File: src/dcp_pkg.sv
package dcp_pkg;

    localparam int MOD_W = 16;

    localparam logic REQ_START = 1'b0;
    localparam logic REQ_NEXT  = 1'b1;

    localparam logic [MOD_W-1:0] MOD_MIN = 16'd4;

    typedef enum logic [2:0] {
        ST_IDLE,
        ST_CLEAR,
        ST_SCAN,
        ST_PROBE,
        ST_WALK,
        ST_OUT
    } t_state;

    typedef struct packed {
        logic take;
        logic clr_step;
        logic clr_end;
        logic scan_rd;
        logic scan_inc;
        logic walk_start;
        logic walk_step;
        logic res_bad;
        logic res_done;
    } t_cmd;

    typedef struct packed {
        logic start_req;
        logic mod_ok;
        logic session_ok;
        logic clr_last;
        logic scan_end;
        logic seen;
        logic walk_back;
    } t_sts;

endpackage

File: src/dcp_controller.sv
module dcp_controller import dcp_pkg::*; (
    input  logic i_clk,
    input  logic i_rst_n,
    input  logic i_in_valid,
    input  logic i_out_ready,
    input  t_sts i_sts,
    output logic o_in_ready,
    output logic o_out_valid,
    output t_cmd o_cmd
);

    t_state r_state;
    t_state n_state;

    always_ff @(posedge i_clk) begin
        if (!i_rst_n) begin
            r_state <= ST_IDLE;
        end else begin
            r_state <= n_state;
        end
    end

    always_comb begin
        n_state     = r_state;
        o_cmd       = '0;
        o_in_ready  = 1'b0;
        o_out_valid = 1'b0;
        unique case (r_state)
            ST_IDLE: begin
                o_in_ready = 1'b1;
                if (i_in_valid) begin
                    o_cmd.take = 1'b1;
                    if (i_sts.start_req) begin
                        if (i_sts.mod_ok) begin
                            n_state = ST_CLEAR;
                        end else begin
                            o_cmd.res_bad = 1'b1;
                            n_state       = ST_OUT;
                        end
                    end else if (i_sts.session_ok) begin
                        n_state = ST_SCAN;
                    end else begin
                        o_cmd.res_bad = 1'b1;
                        n_state       = ST_OUT;
                    end
                end
            end
            ST_CLEAR: begin
                o_cmd.clr_step = 1'b1;
                if (i_sts.clr_last) begin
                    o_cmd.clr_end = 1'b1;
                    n_state       = ST_SCAN;
                end
            end
            ST_SCAN: begin
                if (i_sts.scan_end) begin
                    o_cmd.res_done = 1'b1;
                    n_state        = ST_OUT;
                end else begin
                    o_cmd.scan_rd = 1'b1;
                    n_state       = ST_PROBE;
                end
            end
            ST_PROBE: begin
                if (i_sts.seen) begin
                    o_cmd.scan_inc = 1'b1;
                    n_state        = ST_SCAN;
                end else begin
                    o_cmd.walk_start = 1'b1;
                    n_state          = ST_WALK;
                end
            end
            ST_WALK: begin
                o_cmd.walk_step = 1'b1;
                if (i_sts.walk_back) begin
                    n_state = ST_OUT;
                end
            end
            ST_OUT: begin
                o_out_valid = 1'b1;
                if (i_out_ready) begin
                    n_state = ST_IDLE;
                end
            end
            default: begin
                n_state = ST_IDLE;
            end
        endcase
    end

    a_no_overlap: assert property (@(posedge i_clk) disable iff (!i_rst_n)
        !(o_in_ready && o_out_valid))
        else $error("input and output handshakes open together");

    a_start_clears: assert property (@(posedge i_clk) disable iff (!i_rst_n)
        (o_cmd.take && i_sts.start_req && i_sts.mod_ok) |=> (r_state == ST_CLEAR))
        else $error("valid start did not begin the map clear");

    a_walk_ends: assert property (@(posedge i_clk) disable iff (!i_rst_n)
        (r_state == ST_WALK && i_sts.walk_back) |=> (r_state == ST_OUT))
        else $error("closed cycle did not produce a result");

    a_probe_walk: assert property (@(posedge i_clk) disable iff (!i_rst_n)
        (r_state == ST_PROBE && !i_sts.seen) |=> (r_state == ST_WALK))
        else $error("unvisited residue did not start a walk");

endmodule

File: config.mk
export PLATFORM = sky130hd
export DESIGN_NAME = dcp_controller
export DESIGN_NICKNAME = d
export VERILOG_FILES = /design/src/dcp_pkg.sv /design/src/dcp_controller.sv
export SDC_FILE = /design/constraint.sdc
export NUM_CORES = 1
export LEC_CHECK = 0
export BUFFER_PORTS_ARGS = -buffer_cell sky130_fd_sc_hd__buf_2
export CORE_AREA = 3 3 40 42
export CTS_BUF_LIST = sky130_fd_sc_hd__clkbuf_8
export DETAILED_ROUTE_END_ITERATION = 8
export DIE_AREA = 0 0 43 45
export GPL_TIMING_DRIVEN = 0
export PLACE_DENSITY_LB_ADDON = 0.05
export SLEW_MARGIN = 30
export SYNTH_ARGS = -nofsm -noshare
export SYNTH_HDL_FRONTEND = slang
export SYNTH_SLANG_ARGS = --single-unit
File: constraint.sdc
create_clock -name i_clk -period 1.4 [get_ports i_clk]
set_input_delay 0.07 -clock i_clk [delete_from_list [all_inputs] [get_ports i_clk]]
set_output_delay 0.07 -clock i_clk [all_outputs]
set_load 0.02 [all_outputs]
## Yosys cells after proc, flatten, opt, wreduce, memory -nomap -nowiden

Cells that the tools add are included.

| operators by class | value |
|---|---|
| muxes and demuxes | 29 |
| reductions and logical operators | 2 |
| equality and inequality tests | 9 |
| shift-type cells | 0 |
| bitwise logic cells | 0 |
| $lt $le $gt $ge | 0 |
| add/subtract/negate cells | 0 |
| div/mod/pow operators | 0 |
| multipliers | 0 |

Operators by type and width:

| operator | number |
|---|---|
| 2-to-1 mux 3 bit | 9 |
| one-hot mux 3 bit (6 select lines) | 1 |
| 2-to-1 mux 1 bit | 17 |
| inequality test 2 bit, second input constant | 4 |
| equality test 3 x 2 -> 1 bit, second input constant | 2 |
| equality test 3 bit, second input constant | 2 |
| 2-to-1 mux 2 bit | 2 |
| AND reduction 4 bit | 1 |
| equality test 3 x 1 -> 1 bit, second input constant | 1 |
| logical NOT 3 bit | 1 |

| word-level totals | value |
|---|---|
| memory bits (writable) | 0 |
| memory bits (read-only) | 0 |
| memories kept | 0 |
| output and inout bits | 11 |
| latch bits | 0 |
| bits in registers | 3 |

## Logic depth before layout (Yosys ltp)

Gate-level depths: netlist of run 1.

| logic depth | value |
|---|---|
| depth after elaboration | 4 |
| depth in mapped cells | 5 |
| mapped depth without buffers | 4 |

## Worst setup path after synthesis of run 1

No wires, ideal clock.

| timing | value |
|---|---|
| path kind | flip-flop to output port |
| from | reg r_state[1] |
| to | out o_cmd[1] in the netlist's numbering |
| arrival | 1.460 ns |
| cell stages (with the launch flop) | 4 |
| setup slack | -0.130 ns |
| path buffers | 1 |
| cells stage by stage | dfxtp_1 clkbuf_1 nor3_1 and3_1 |

RTL lines:

| element | RTL line | RTL |
|---|---|---|
| start, declared | dcp_controller.sv:12 | `t_state r_state;` |
| start signal, assigned | dcp_controller.sv:19 | `r_state <= n_state;` |
| end, declared | dcp_controller.sv:9 | `output t_cmd o_cmd` |

## Worst setup path after layout of run 1

| timing | value |
|---|---|
| from | reg r_state[1] |
| to | reg r_state[0] |

| between the ends | value |
|---|---|
| longest elaborated chain between the ends | 3 |
| elaborated cells on any way between the ends | 12 |
| classes of those cells | 9 x eq/ne; 1 x mux; 2 x reduce/logical |

Ends and longest elaborated chain:

| element | RTL line | RTL |
|---|---|---|
| equality test 3 x 1 -> 1 bit (tied with other cells) | dcp_controller.sv:28 | `unique case (r_state)` |
| inequality test 2 bit (no line) | n/a |  |
| AND reduction 4 bit (no line) | n/a |  |

Several ways; a longest one is shown, not always the timed one.
A chain may end at the register's enable or synchronous reset.

==> results of run 1 <==
-- kinds of logic after synthesis --
| kind of cell | after synthesis |
|---|---|
| simple gates | 27 |
| compound gates | 12 |
| buf+inv | 4 |
| flops | 3 |
| mux | 1 |
-- cell usage in the layout, fill, tap and decap left out, types with 3 or more instances in the layout --
cell / synthesis / routed
a21oi_1: 3 / 3
buf_2: 2 / 20
and3_1: 3 / 3
and2_1: 4 / 4
clkbuf_8: 0 / 3
nand2_1: 4 / 4
nor2_1: 5 / 4
buf_4: 0 / 3
-- metrics by stage --
step                      std cells  utilization [%]  setup slack, ns  setup TNS [ns]
after floorplan                  47                -           0.0499               0
after global placement           83             35.1           0.0263               0
after detailed placement         83             35.1           0.0423               0
after CTS                        87             38.9          0.00804               0
after global routing             87             41.4          -0.0198         -0.0238
final                            87             41.4           0.0408               0
-- per-layer routing --
metal | up-vias | part of all wire [%] | track usage, %
met5 | - | 0 | 0
met4 | 0 | 2.9 | 10.8
met3 | 4 | 9.8 | 2.79
met2 | 20 | 43 | 16.5
met1 | 183 | 44 | 13.2
li1 | 219 | - | -
-- where the power goes --
| group | switching (mW) | internal (mW) | total [mW] |
|---|---|---|---|
| clock | 0.0564 | 0.187 | 0.243 |
| combinational | 0.442 | 0.342 | 0.784 |
| sequential | 0.0426 | 0.128 | 0.170 |
| total | 0.541 | 0.656 | 1.20 |
-- final cells by class --
type / count / area share [%]
Multi-Input combinational cell: 40 / 51.3
Timing Repair Buffer: 21 / 20.2
Sequential cell: 3 / 11.5
Clock buffer: 3 / 7.76
Buffer: 3 / 4.24
Tap cell: 15 / 3.53
Clock inverter: 1 / 0.706
Inverter: 1 / 0.706
-- path summary, 6_finish.rpt --
check	from	end	depth (start not counted)
max	r_state[1]$_SDFFE_PN0P_	r_state[0]$_SDFFE_PN0P_	4
min	i_rst_n	r_state[2]$_SDFFE_PN0P_	2
max reg2reg	r_state[1]$_SDFFE_PN0P_	r_state[0]$_SDFFE_PN0P_	4
min reg2reg	r_state[1]$_SDFFE_PN0P_	r_state[2]$_SDFFE_PN0P_	2
-- what timing repair did --
action                     in CTS  in global routing
pin swaps                       0                  0
setup endpoints to repair       7                  8
buffers inserted                0                  0
resized for setup               2                 13
==> results.toml, run 1 <==
[outcome]
status = "finished, final reports clean"

[setup_path]
slowest_delay_ns = 0.53
cp.required_ns = 1.50
crit_fanout = 6
r2r_setup_slack_ns = 0.04
crit_path_start_kind = "flop"
worst_path_max_delay_cell = "or4_1"
critical_path_class = "reg2reg"
cp_top_family = "simple AND/OR/NAND/NOR gates"
crit_chain = "or4_1 > nand3_1 > nor2_1 > a32o_1"
cp-end-kind = "flop"
arrival_ns = 1.46
cp.buffers_inverters = 0

[pwr]
p_per_area_nw_per_um2 = 2250
p_total_mw = 1.20
leakagePower_nw = 0.278
vdd_drop_max_v = 0.000768

[sta]
fin_skew_ns = 0.00151
worst_pin_slew_ns = 0.200
rsz0062_at_grt = "true"
period_needed_ns = 1.36
timing.final.crit_share_pct = 97.1
setup_viol = 0
slew_viol_final = 0
relSlewSlack_pct = 86.3
holdWs_ns = 0.135
fmax_mhz = 736
hold_viol = 0

[logic_synthesis]
synth_top_area_share_pct = 18.7
synth_cell_types = 22
yosysTopAreaCell = "dfxtp_1"
synth_top_family_by_area = "simple AND/OR/NAND/NOR gates"
synth_compound_area_share_pct = 25.7
yosysMostFrequentCell = "nor2_1"
yosys.area_share.simple_pct = 47.1
yosysSeqAreaShare_pct = 18.7
synth_mux_area_share_pct = 3.11
ys_seq_elements = 3
synthAdderAreaFrac_pct = 0
synth.avg_cell_area_um2 = 6.84
synthFlopType = "dfxtp_1"
synthesis.area_um2 = 322
yosysWarnings = 0
netlist_top_cells_area = "dfxtp_1, and2_1, a32o_1"
async_flop_share_pct = 0
synth_commonest_cells = "nor2_1, and2_1, nand2_1"
syn_nets = 58
synth_cells = 47
synth_xor_area_share_pct = 0
synth_edf_count = 0

[layout]
largest-register = "r_state"
drive_gt1_share_pct = 44.4
fin_area_um2 = 532
area_growth_pct = 65.4
seq_area_um2 = 61.3
multi_input_comb_area_um2 = 273
antenna_cells = 0
n_fill_cell = 147
nets = 84
largest_register_ffs = 3
top_regs = "r_state x3"

[drt]
routedWlPerCell_um = 11.7
viasPerCell = 4.90
ant_nets = 0
drt_first_pass_iters = 4
num_vias = 426
remaining_drc_errors = 0
drtIter0Drc = 6
wl_mm = 1.02

[clock_tree]
ctsHtreeMaxLevel = 1
root_buffer = "clkbuf_8"
hold_buffers = 0
numCtsBuffers = 3
tritoncts = "done"
clk_path_buf_depth = 2
clock-sinks = 3
clk_pin_slew_ns = 0.03
clkLatencyLatePin_ns = 0.21

[floorplan]
coreArea_um2 = 1280
die_x_um = 43
die_h_um = 45
fp-row-count = 13
die_area_um2 = 1940
start_util_pct = 25.0
ios = 22

[placed_design]
dp_hpwl_um = 783
placed_area_um2 = 450
io_buffer_count = 21
gp_congestion = 0.753

[job]
max-cap-violations = 0

[grt]
grt_overflow_total = 0
grt_pass1_wl_mm = 1.57
grt_usage_pct = 11.2
grt_pass1_vias = 375
antenna_found_initial = 0
grt_start_max_net_pins = 11

[worst_hold_path]
hold_class = "in2reg"
Power figures use the tool's default switching activity.
==> inputs of run 2 (changes only) <==
--- a/config.mk
+++ b/config.mk
@@ -11,7 +11,7 @@
 export DETAILED_ROUTE_END_ITERATION = 8
 export DIE_AREA = 0 0 43 45
 export GPL_TIMING_DRIVEN = 0
-export PLACE_DENSITY_LB_ADDON = 0.05
+export PLACE_DENSITY = 0.51
 export SLEW_MARGIN = 30
 export SYNTH_ARGS = -nofsm -noshare
 export SYNTH_HDL_FRONTEND = slang
==> results.toml, run 2 (synthesis gave the netlist of run 1 again) <==
[outcome]
status = "finished, final reports clean"

[sta]
hold_viol = 0
holdWs_ns = 0.134
setup_viol = 0
relSlewSlack_pct = 87.1
fin_skew_ns = 0.000243
fmax_mhz = 742
period_needed_ns = 1.35
rsz0062_at_grt = "true"
slew_viol_final = 0
finalWorstSetupSlack_ns = 0.0523
timing.final.crit_share_pct = 96.3
setup_tns_ns = 0
worst_pin_slew_ns = 0.187

[setup_path]
cp.required_ns = 1.33
crit_path_start_kind = "flop"
crit_fanout = 10
cp-end-kind = "output pin"
arrival_ns = 1.28
critical_path_class = "reg2out"

[drt]
wl_um = 906
remaining_drc_errors = 0
drtIter0Drc = 1
ant_nets = 0
viasPerCell = 4.69
num_vias = 408
drt_first_pass_iters = 2
routedWlPerCell_um = 10.4

[placed_design]
io_buffer_count = 21
dp_hpwl_um = 714
placed_area_um2 = 450
gp_congestion = 0.783
dp_cells = 83
pre_cts_ws_ns = 0.0648

[clock_tree]
ctsHtreeMaxLevel = 1
clkLatencyLatePin_ns = 0.21
hold_buffers = 0
clk_pin_slew_ns = 0.03
numCtsBuffers = 3
clock-sinks = 3
clk_path_buf_depth = 2
root_buffer = "clkbuf_8"
tritoncts = "done"

[layout]
drive_gt1_share_pct = 45.8
multi_input_comb_area_um2 = 272
seq_area_um2 = 61.3
largest_register_ffs = 3
antenna_cells = 0
n_fill_cell = 143
area_growth_pct = 64.2
fin_area_um2 = 528
largest-register = "r_state"
top_regs = "r_state x3"
nets = 84
mostFrequentLayoutCells = "buf_2, nand2_1, nor2_1, and2_1"
mostFrequentLayoutCell = "buf_2"
final_cells = 87

[grt]
grt_start_max_net_pins = 11
grt_pass1_vias = 393
grt_overflow_total = 0
antenna_found_initial = 0
grt_usage_pct = 10.6
grt_pass1_wl_mm = 1.56

[pwr]
p_per_area_nw_per_um2 = 2220
vdd_drop_max_v = 0.000952
leakagePower_nw = 0.276

[floorplan]
coreArea_um2 = 1280
die_area_um2 = 1940
start_util_pct = 25.0
ios = 22
fp-row-count = 13
die_h_um = 45
die_x_um = 43

[worst_hold_path]
hold_class = "in2reg"

[job]
max-cap-violations = 0
## run 2: changes by cell type in the layout (fill, tap and decap cells not counted)
cell,before,now
buf_2,20,21
a21oi_2,0,1
nor2b_4,2,1
buf_4,3,2
nor2b_2,0,1
a21oi_1,3,2
## run 2: metal layers
| metal | GRT usage [%] | routed length (µm) | vias up |
|---|---|---|---|
| met5 | 0 | 0 | - |
| met4 | 8.43 | 0 | 0 |
| met3 | 3.19 | 84 | 0 |
| met2 | 15.6 | 393 | 14 |
| met1 | 13.0 | 428 | 174 |
| li1 | - | - | 220 |
## run 2: final timing paths
path	end	cells past startpoint	slack [ns]	start
setup reg to reg	r_state[0]$_SDFFE_PN0P_	4	0.06	r_state[1]$_SDFFE_PN0P_
setup / recovery	o_cmd[5]	5	0.05	r_state[0]$_SDFFE_PN0P_
hold reg to reg	r_state[2]$_SDFFE_PN0P_	2	0.74	r_state[1]$_SDFFE_PN0P_
hold / removal	r_state[2]$_SDFFE_PN0P_	2	0.13	i_rst_n
## run 2: final cells by class
| type | instances | share of cell area [%] |
|---|---|---|
| multi-input combinational | 40 | 51.4 |
| timing repair buffer | 21 | 19.9 |
| sequential | 3 | 11.6 |
| clock buffer | 3 | 7.82 |
| buffer | 3 | 4.27 |
| tap | 15 | 3.55 |
| clock inverter | 1 | 0.711 |
| inverter | 1 | 0.711 |
## run 2: where the power goes
group	switching, mW	total, mW	internal, mW
sequential	0.0408	0.169	0.128
combinational	0.428	0.762	0.334
clock	0.0547	0.241	0.186
## run 2: worst max-delay path, stage by stage, from the launching register on
cell and delay (ns):
dfxtp_2 0.33, clkbuf_4 0.19, nor2_2 0.16, nand2_1 0.06, nor2_1 0.13, buf_2 0.19
## run 2: what timing repair did
item | CTS | global route
endpoints found under the setup margin | 4 | 6
resized for setup | 2 | 12
setup buffers | 0 | 0
gates cloned | 0 | 0
## run 2: metrics by stage
| stage | power, mW | utilization [%] |
|---|---|---|
| 4_1_cts | 1.10 | 38.9 |
| 6_report | 1.17 | 41.1 |
| 3_3_place_gp | 0.843 | 35.1 |
| 5_1_grt | 1.28 | 41.1 |
| 3_5_place_dp | 0.842 | 35.1 |
| 2_1_floorplan | 0.664 | - |
